<file path="src/rtl/ddrt_pkg.sv">
// Package for the dense rank tree block: field structs, state codes, constants.
// No dependencies; every RTL file imports it.
`default_nettype none
package ddrt_pkg;
    localparam int MaxNodes  = 32;
    localparam int NodeW     = 5;
    localparam int ChanW     = 4;
    localparam int RatioAw   = 2 * NodeW + ChanW;
    localparam int CfgIdxW   = 3;
    localparam int CfgDataW  = 16;

    typedef enum logic [1:0] {
        FUNC_LOAD = 2'd0,
        FUNC_SINK = 2'd1,
        FUNC_RUN  = 2'd2,
        FUNC_NOP  = 2'd3
    } t_func;

    typedef enum logic [2:0] {
        CFG_NODE_COUNT = 3'd0,
        CFG_DEF_RANK   = 3'd1,
        CFG_MIN_HOP    = 3'd2,
        CFG_MAX_RANK   = 3'd3,
        CFG_THRESHOLD  = 3'd4
    } t_cfg_idx;

    typedef struct packed {
        logic [1:0]  func;
        logic [4:0]  child_node;
        logic [4:0]  parent_node;
        logic [3:0]  channel;
        logic [7:0]  ratio;
        logic        is_sink;
    } t_in_item;

    typedef struct packed {
        logic [4:0]  node_index;
        logic [15:0] rank;
        logic [4:0]  parent_index;
        logic        has_parent;
        logic        last;
    } t_out_item;

    typedef enum logic [3:0] {
        ST_IDLE,
        ST_INIT,
        ST_SCAN,
        ST_PICK,
        ST_SUM,
        ST_AVG,
        ST_DIV,
        ST_RELAX,
        ST_EMIT
    } t_state;

    // controller -> datapath
    typedef struct packed {
        logic init_clr;    // clear scan/finished state for a new run
        logic init_step;   // initialize rank of node r_i
        logic scan_step;   // compare node r_i in minimum search
        logic pick;        // finish selected node, reset loop index
        logic sum_step;    // add one ratio byte (read pipeline)
        logic avg_take;    // form average and check threshold
        logic div_start;
        logic relax;       // apply candidate to node r_i
        logic idx_inc;     // advance node index
        logic emit;        // drive a result beat
    } t_cmd;

    // datapath -> controller
    typedef struct packed {
        logic idx_last;    // node index is n-1
        logic n_zero;
        logic found;
        logic skip;        // node r_i finished (relax loop)
        logic sum_done;
        logic link_ok;
        logic div_done;
    } t_status;
endpackage
`default_nettype wire

</file>
<file path="src/rtl/ddrt_ctrl.sv">
// Controller state machine for the rank tree: sequences init, search,
// relaxation and emission. Depends on ddrt_pkg.
`default_nettype none
module ddrt_ctrl (
    input  wire logic             i_clk,
    input  wire logic             i_rst_n,
    input  wire logic             i_go,
    input  wire ddrt_pkg::t_status i_st,
    output ddrt_pkg::t_cmd        o_cmd,
    output logic                  o_busy
);
    import ddrt_pkg::*;

    t_state r_state, n_state;

    // hold state
    always_ff @(posedge i_clk) begin
        if (!i_rst_n) begin
            r_state <= ST_IDLE;
        end else begin
            r_state <= n_state;
        end
    end

    // next state
    always_comb begin
        n_state = r_state;
        unique case (r_state)
            ST_IDLE:  if (i_go) n_state = i_st.n_zero ? ST_IDLE : ST_INIT;
            ST_INIT:  if (i_st.idx_last) n_state = ST_SCAN;
            ST_SCAN:  if (i_st.idx_last) n_state = ST_PICK;
            ST_PICK: begin
                n_state = i_st.found ? ST_SUM : ST_EMIT;
            end
            ST_SUM: begin
                if (i_st.skip) n_state = i_st.idx_last ? ST_SCAN : ST_SUM;
                else if (i_st.sum_done) n_state = ST_AVG;
            end
            ST_AVG:   n_state = i_st.link_ok ? ST_DIV : ST_RELAX;
            ST_DIV:   if (i_st.div_done) n_state = ST_RELAX;
            ST_RELAX: n_state = i_st.idx_last ? ST_SCAN : ST_SUM;
            ST_EMIT:  if (i_st.idx_last) n_state = ST_IDLE;
            default:  n_state = ST_IDLE;
        endcase
    end

    // outputs
    always_comb begin
        o_cmd = '0;
        o_busy = (r_state != ST_IDLE);
        unique case (r_state)
            ST_IDLE:  o_cmd.init_clr = i_go;
            ST_INIT: begin
                o_cmd.init_step = 1'b1;
                o_cmd.idx_inc = 1'b1;
            end
            ST_SCAN: begin
                o_cmd.scan_step = 1'b1;
                o_cmd.idx_inc = 1'b1;
            end
            ST_PICK:  o_cmd.pick = 1'b1;
            ST_SUM: begin
                // hold the sum once all sixteen bytes are in
                o_cmd.sum_step = !i_st.skip && !i_st.sum_done;
                o_cmd.idx_inc = i_st.skip;
            end
            ST_AVG: begin
                o_cmd.avg_take = 1'b1;
                o_cmd.div_start = i_st.link_ok;
            end
            ST_DIV:   ;
            ST_RELAX: begin
                o_cmd.relax = 1'b1;
                o_cmd.idx_inc = 1'b1;
            end
            ST_EMIT: begin
                o_cmd.emit = 1'b1;
                o_cmd.idx_inc = 1'b1;
            end
            default:  ;
        endcase
    end

    // a scan can only end the search in the pick state
    assert property (@(posedge i_clk) disable iff (!i_rst_n)
        (r_state == ST_SCAN && i_st.idx_last) |=> (r_state == ST_PICK))
        else $error("scan did not end in pick");
    assert property (@(posedge i_clk) disable iff (!i_rst_n)
        (r_state == ST_EMIT && i_st.idx_last) |=> (r_state == ST_IDLE))
        else $error("emit did not return to idle");
    assert property (@(posedge i_clk) disable iff (!i_rst_n)
        $onehot0({o_cmd.scan_step, o_cmd.relax, o_cmd.emit, o_cmd.init_step}))
        else $error("conflicting datapath commands");
endmodule
`default_nettype wire

</file>
<file path="config.mk">
export PLATFORM = sky130hd
export DESIGN_NAME = ddrt_ctrl
export DESIGN_NICKNAME = d
export VERILOG_FILES = /design/src/rtl/ddrt_pkg.sv /design/src/rtl/ddrt_ctrl.sv
export SDC_FILE = /design/constraint.sdc
export NUM_CORES = 1
export LEC_CHECK = 0
export BUFFER_PORTS_ARGS = -buffer_cell sky130_fd_sc_hd__buf_2
export CAP_MARGIN = 30
export CORE_AREA = 8 8 45 47
export DETAILED_ROUTE_END_ITERATION = 10
export DIE_AREA = 0 0 53 55
export PLACE_DENSITY_LB_ADDON = 0.08
export SYNTH_ARGS = -nofsm -noshare
export SYNTH_HDL_FRONTEND = slang
export SYNTH_SLANG_ARGS = --single-unit
</file>
<file path="constraint.sdc">
create_clock -name i_clk -period 1.35 [get_ports i_clk]
set_clock_uncertainty 0.15 [all_clocks]
set_input_delay 0.3375 -clock i_clk [delete_from_list [all_inputs] [get_ports i_clk]]
set_output_delay 0.3375 -clock i_clk [all_outputs]
set_load 0.01 [all_outputs]
</file>
==> reports/qor.yml, run 1 <==
sta:
  setup_viol: 14
  final_max_slew_viol_count: 0
  finalCritPeriodShare: 1.33
  tns_ps: -3900
  max_freq_mhz: 555
  tightest_slew_ps: 297
  setup_slack_ps: -451
  final_hold_viol_count: 0
  slew_headroom: 0.802
  layout_min_cycle_time_ps: 1800
  rsz0062_at_grt: "yes"
clock_network:
  numCtsBuffers: 3
  clock_latency_ps: 230
  clk_path_buf_depth: 2
  cts.reportedPaths.clkPinSlew_ps: 40
  cts_root_buf: "clkbuf_4"
  cts_tree: "yes"
  cts_num_sinks: 4
  cts_hold_buf: 0
  htree_levels: 1
cells_and_area:
  regMostFlops: "r_state"
  fillerInstances: 139
  antennaDiodeCount: 0
  biggestRegsByFlops: "r_state: 4 flops"
  area_growth_pct: 99.7
  design_area_sq_um: 807
  largest_reg_flops: 4
  post-route-util: 0.583
  layout-drive-gt1-share: 0.649
  fin_nets: 106
worst_hold_path:
  hold_start: "i_st[4]"
  worstHoldPathType: "in -> reg"
  hold_depth: 3
  hold-path-endpoint: "r_state[2]$_SDFFE_PN0P_"
power:
  p_sw_uw: 204
  power.share.switching: 0.345
  pwr-share-comb: 0.516
  power_frac_seq: 0.232
  intPower_uw: 387
  p_leak_uw: 0.000387
  peakVddDrop_mv: 0.447
  p_per_area_nw_per_um2: 732
  pwr-share-clk: 0.252
global_routing:
  grt_pass1_vias: 532
  grt_pass1_wl_mm: 2.30
  grt_max_degree: 10
  grt.overflow.total: 0
  grtUsageTotal: 0.108
  antenna_found_initial: 0
routing:
  first_iter_violations: 7
  via_count: 513
  drt-wirelength-per-cell_um: 12.7
  routed_wl_mm: 1.40
  drcViolationCount: 0
  first_pass_iters: 2
  ant_nets: 0
  avgViaCountPerCell: 4.66
placed_design:
  postPlaceCellArea_sq_um: 703
  io_buffers: 20
  dp_slack_ps: -284
  hpwl_mm: 1.14
  globalplace.congestion: 0.761
status:
  outcome: "complete, but fails checks"
  violations: "negative setup slack"
setup_path:
  worstPathArrival_ps: 1310
  critPathMaxFanout: 6
  start_kind: "register"
  critical_path_class: "reg -> out"
  crit_path_end_kind: "primary output"
  rr_worst_depth: 5
  r2r-end: "r_state[0]$_SDFFE_PN0P_"
  r2r-start: "r_state[1]$_SDFFE_PN0P_"
  required_ps: 860
  rrSetupSlack_ps: -150
synthesis:
  synth_nets: 66
  syn_avg_cell_area_sq_um: 7.22
  seq_area_frac_synth: 0.198
  syn_inst: 56
  ys_ff_latch: 4
  synth.distinct_cells: 28
  synth_area_sq_um: 404
  yosysWarnings: 0
floorplan:
  fp.coreArea_sq_um: 1380
  boundaryPins: 21
  die_w_um: 53
  die_h_um: 55
  rows: 14
  start_util: 0.292
  dieArea_sq_um: 2920
job:
  maxCapViolations: 0
[through the flow]
step | hold WS [ps] | cells | total power (uW)
floorplan | 323 | 56 | 296
global placement | 458 | 105 | 393
detailed placement | 458 | 105 | 395
CTS | 200 | 110 | 591
global route | 205 | 110 | 639
finish | 205 | 110 | 591
[repair_timing]
item / in CTS / in global routing
buffers inserted: 2 / 0
endpoints found under the setup margin: 15 / 15
gates resized for setup: 12 / 3
gates cloned: 0 / 0
pin swaps: 3 / 1
[power groups by stage]
stage | Sequential, uW | Clock, uW | Combinational, uW
5_1_grt | 138 | 168 | 333
6_report | 137 | 149 | 305
2_1_floorplan | 134 | 0 | 162
3_5_place_dp | 140 | 0 | 255
4_1_cts | 136 | 157 | 298
3_3_place_gp | 139 | 0 | 254
[layout make-up]
class                   instances  area, sq um  area share
multi-input cells              46          400       0.496
flip-flops and latches          4         87.6       0.109
well taps                      16         20.0      0.0248
clock buffers                   3         22.5      0.0279
inverters                       2         7.51     0.00930
repair buffers                 39          269       0.333
[cells in the final DEF (no fill, tap or decap), types with 2 or more instances in the layout]
cell / netlist / final
buf_2: 2 / 19
buf_4: 1 / 16
nor2_1: 10 / 8
nand2_1: 5 / 5
mux2i_1: 3 / 3
o21bai_1: 3 / 3
clkbuf_4: 0 / 3
buf_6: 0 / 3
dfxtp_2: 0 / 3
nand2b_4: 0 / 2
nor2_4: 0 / 2
nor3_4: 0 / 2
inv_1: 2 / 2
o21ai_2: 0 / 2
a21oi_1: 2 / 2
[logic make-up (layout without fill, tap and decap cells)]
| logic type | Yosys count | count (layout) | share of synthesized area |
|---|---|---|---|
| flops | 4 | 4 | 0.198 |
| simple gates | 30 | 30 | 0.433 |
| compound gates | 12 | 12 | 0.201 |
| buf+inv | 6 | 44 | 0.0712 |
| xor+xnor | 1 | 1 | 0.0217 |
| mux | 3 | 3 | 0.0743 |
[critical path, stage by stage, from the launching register on]
cell and delay (ps):
dfxtp_2 340, or2_4 260, buf_4 140, nor4_4 150, buf_2 180
[cell usage after synthesis]
master | instances | area [sq um]
a21oi_1 | 2 | 10.0
inv_1 | 2 | 7.51
and2_1 | 1 | 6.26
nor4_4 | 1 | 21.3
nor4b_1 | 1 | 8.76
buf_4 | 1 | 7.51
o211ai_1 | 1 | 7.51
dfxtp_1 | 4 | 80.1
o21bai_1 | 3 | 22.5
or4_1 | 1 | 7.51
nor3b_1 | 2 | 15.0
o21ai_0 | 2 | 10.0
nand3b_2 | 1 | 11.3
buf_2 | 2 | 10.0
a32o_1 | 1 | 10.0
mux2i_1 | 3 | 30.0
clkbuf_1 | 1 | 3.75
and3b_1 | 1 | 8.76
o21ai_1 | 1 | 5.00
nor2_1 | 10 | 37.5
xor2_1 | 1 | 8.76
nand2_1 | 5 | 18.8
nand2b_1 | 2 | 12.5
nor3_1 | 3 | 15.0
or2_2 | 1 | 6.26
a21o_1 | 1 | 7.51
a211o_1 | 1 | 8.76
and3_1 | 1 | 6.26
[per-layer routing]
layer	GRT usage	share of wire	vias to the layer above
met2	0.178	0.48	15
met1	0.123	0.44	222
met4	0.0517	0	0
met5	0	0	-
li1	-	-	276
met3	0.0348	0.076	0
[worst max-delay path by stage]
stage | start | endpoint | slack [ps] | cells after the start
floorplan | r_state[1]$_SDFFE_PN0P_ | o_cmd[1] | -150 | 4
global placement | r_state[1]$_SDFFE_PN0P_ | o_cmd[1] | -250 | 5
detailed placement | r_state[1]$_SDFFE_PN0P_ | o_cmd[1] | -280 | 5
CTS | r_state[1]$_SDFFE_PN0P_ | o_cmd[1] | -480 | 5
global route | r_state[0]$_SDFFE_PN0P_ | o_cmd[1] | -550 | 5
finish | r_state[1]$_SDFFE_PN0P_ | o_cmd[5] | -450 | 4
(Power assumes the default switching activity.)
==> run 2: changes to the inputs <==
--- a/config.mk
+++ b/config.mk
@@ -6,11 +6,11 @@
 export NUM_CORES = 1
 export LEC_CHECK = 0
 export BUFFER_PORTS_ARGS = -buffer_cell sky130_fd_sc_hd__buf_2
-export CAP_MARGIN = 30
 export CORE_AREA = 8 8 45 47
 export DETAILED_ROUTE_END_ITERATION = 10
 export DIE_AREA = 0 0 53 55
 export PLACE_DENSITY_LB_ADDON = 0.08
+export SLEW_MARGIN = 30
 export SYNTH_ARGS = -nofsm -noshare
 export SYNTH_HDL_FRONTEND = slang
 export SYNTH_SLANG_ARGS = --single-unit
==> constraint.sdc (replaced) <==
create_clock -name i_clk -period 2.01 [get_ports i_clk]
set_clock_uncertainty 0.15 [all_clocks]
set_input_delay 0.5025 -clock i_clk [delete_from_list [all_inputs] [get_ports i_clk]]
set_output_delay 0.5025 -clock i_clk [all_outputs]
set_load 0.01 [all_outputs]
==> run 2 against run 1 <==
Highest routed layer unchanged. The run now ends clean. Critical path type unchanged. Clock power down 36%. Critical endpoint is now o_cmd[1]. Sequential power shrank 35%. Clock-buffer cell count stayed put. First-iteration DRC count is 43% lower. Combinational power decreased by 51%. Final cell count is 14% lower. Core utilization fell by 16 points.
==> reports/qor.yml, run 2 (synthesized netlist as in run 1, its figures left out) <==
status:
  outcome: "finished, final reports clean"  # was complete, but fails checks
cells_and_area:
  fillerInstances: 161  # was 139
  final_common_cell: "buf_2"  # unchanged
  fin_nets: 91  # was 106
  largest_reg_flops: 4  # unchanged
  layout-drive-gt1-share: 0.468  # was 0.649
  biggestRegsByFlops: "r_state: 4 flops"  # unchanged
  regMostFlops: "r_state"  # unchanged
  antennaDiodeCount: 0  # unchanged
  area_growth_pct: 45.8  # was 99.7%
  final_cell_mix: "buf_2 (20), nor2_1 (10), nand2_1 (4)"  # was buf_2 (19), buf_4 (16), nor2_1 (8)
sta:
  max_freq_mhz: 513
  layout_min_cycle_time_ps: 1950
  final_max_slew_viol_count: 0  # unchanged
  final_hold_viol_count: 0  # unchanged
  tightest_slew_ps: 259  # was 297 ps
  slew_headroom: 0.827  # was 0.802
  tns_ps: 0  # was -3900 ps
  setup_slack_ps: 61.1  # was -451 ps
  finalCritPeriodShare: 0.970
  setup_viol: 0  # was 14
  rsz0062_at_grt: "no"  # was yes
setup_path:
  cp_top_family: "flip-flops"  # was simple AND/OR/NAND/NOR gates
  cp-endpoint: "o_cmd[1]"  # was o_cmd[5]
  cp_num_cells: 5  # was 4
  critPathMaxFanout: 4  # was 6
  path_buf_inv: 1  # was 2
  start_kind: "register"  # unchanged
  critical_path.cell_chain: "or2_4 -> o21ai_2 -> mux2i_1 -> o21bai_1 -> buf_2"  # was or2_4 -> buf_4 -> nor4_4 -> buf_2
  r2r-start: "r_state[0]$_SDFFE_PN0P_"  # was r_state[1]$_SDFFE_PN0P_
  r2r-end: "r_state[3]$_SDFFE_PN0P_"  # was r_state[0]$_SDFFE_PN0P_
  worstPathArrival_ps: 1300  # was 1310 ps
  critical_path_class: "reg -> out"  # unchanged
  critical_path.max_stage_delay_ps: 310  # was 340 ps
  slowest_stage: "dfxtp_1"  # was dfxtp_2
  crit_path_end_kind: "primary output"  # unchanged
  rrSetupSlack_ps: 470  # was -150 ps
  rr_worst_depth: 5  # unchanged
  critPathLaunch: "r_state[0]$_SDFFE_PN0P_"  # was r_state[1]$_SDFFE_PN0P_
  required_ps: 1360  # was 860 ps
floorplan:
  rows: 14  # unchanged
  start_util: 0.292  # unchanged
  fp.coreArea_sq_um: 1380  # unchanged
  die_w_um: 53  # unchanged
  die_h_um: 55  # unchanged
  dieArea_sq_um: 2920  # unchanged
  boundaryPins: 21  # unchanged
routing:
  first_iter_violations: 4  # was 7
  ant_nets: 0  # unchanged
  routed_wl_mm: 1.20  # was 1.40 mm
  drt-wirelength-per-cell_um: 12.7  # about the same
  drcViolationCount: 0  # unchanged
  via_count: 459  # was 513
  avgViaCountPerCell: 4.83  # was 4.66
  first_pass_iters: 4  # was 2
clock_network:
  post-cts-setup-buffers: 0  # was 2
  cts_num_sinks: 4  # unchanged
  cts_root_buf: "clkbuf_4"  # unchanged
  cts.reportedPaths.clkPinSlew_ps: 30  # was 40 ps
  cts_hold_buf: 0  # unchanged
  cts_resized: 5  # was 12
  clock_latency_ps: 230  # about the same
  htree_levels: 1  # unchanged
  clk_path_buf_depth: 2  # unchanged
  numCtsBuffers: 3  # unchanged
  cts_tree: "yes"  # unchanged
global_routing:
  antenna_found_initial: 0  # unchanged
  grt.overflow.total: 0  # unchanged
  grt_pass1_wl_mm: 1.88  # was 2.30 mm
  grtUsageTotal: 0.0858  # was 0.108
  grt_pass1_vias: 460  # was 532
  grt_max_degree: 12  # was 10
placed_design:
  dp_slack_ps: 103  # was -284 ps
  io_buffers: 20  # unchanged
  hpwl_um: 958  # was 1.14 mm
  globalplace.congestion: 0.682  # was 0.761
worst_hold_path:
  hold_start: "i_st[4]"  # unchanged
  worstHoldPathType: "in -> reg"  # unchanged
power:
  p_leak_uw: 0.000299  # was 0.000387 uW
  p_per_area_nw_per_um2: 564  # was 732 nW/um^2
  peakVddDrop_mv: 0.252  # was 0.447 mV
job:
  maxCapViolations: 0  # unchanged
==> run 2: area by class of cell <==
| class | instances | area (sq um) | area share |
|---|---|---|---|
| tap | 16 | 20.0 | 0.0340 |
| clock buffer | 3 | 22.5 | 0.0382 |
| inverter | 2 | 7.51 | 0.0127 |
| multi-input combinational | 46 | 324 | 0.550 |
| timing repair buffer | 24 | 134 | 0.227 |
| sequential | 4 | 81.3 | 0.138 |
==> run 2: stage by stage <==
step	util	hold WS, ps	power, uW	std cells	instance area, sq um
finish	0.426	394	333	95	589
detailed placement	0.385	478	226	92	533
floorplan	-	462	180	56	404
global placement	0.385	481	227	92	533
global route	0.426	427	357	95	589
CTS	0.411	385	334	95	569
==> run 2: worst min path at each step <==
stage | end | slack, ps | depth (start not counted)
after floorplan | r_state[0]$_SDFFE_PN0P_ | 460 | 3
final | r_state[2]$_SDFFE_PN0P_ | 390 | 3
after CTS | r_state[2]$_SDFFE_PN0P_ | 380 | 3
after detailed placement | r_state[1]$_SDFFE_PN0P_ | 480 | 3
after global routing | r_state[2]$_SDFFE_PN0P_ | 430 | 3
after global placement | r_state[1]$_SDFFE_PN0P_ | 480 | 3
==> run 2: layer usage <==
layer / GRT usage / wire length [um] / share of wire / vias up
met5: 0 / 0 / 0 / -
met4: 0.0647 / 0 / 0 / 0
met3: 0.0107 / 74 / 0.061 / 0
met2: 0.145 / 605 / 0.50 / 11
met1: 0.0973 / 524 / 0.44 / 206
li1: - / - / - / 242
==> run 2: report_power, final <==
group | switching [uW] | internal, uW | leakage (uW) | total, uW
Combinational | 80.9 | 67.7 | 0.000252 | 149
Clock | 28.7 | 66.5 | 0.0000138 | 95.2
Sequential | 3.49 | 85.3 | 0.0000330 | 88.7
==> run 2: worst reg2reg max path, delay by kind of cell (launching register included) <==
family                 cells  cell delay [ps]
XOR/XNOR                   1              190
buffers and inverters      1              150
AND/OR/NAND/NOR            1              150
AO/OA/AOI/OAI              2              480
flip-flops                 1              310
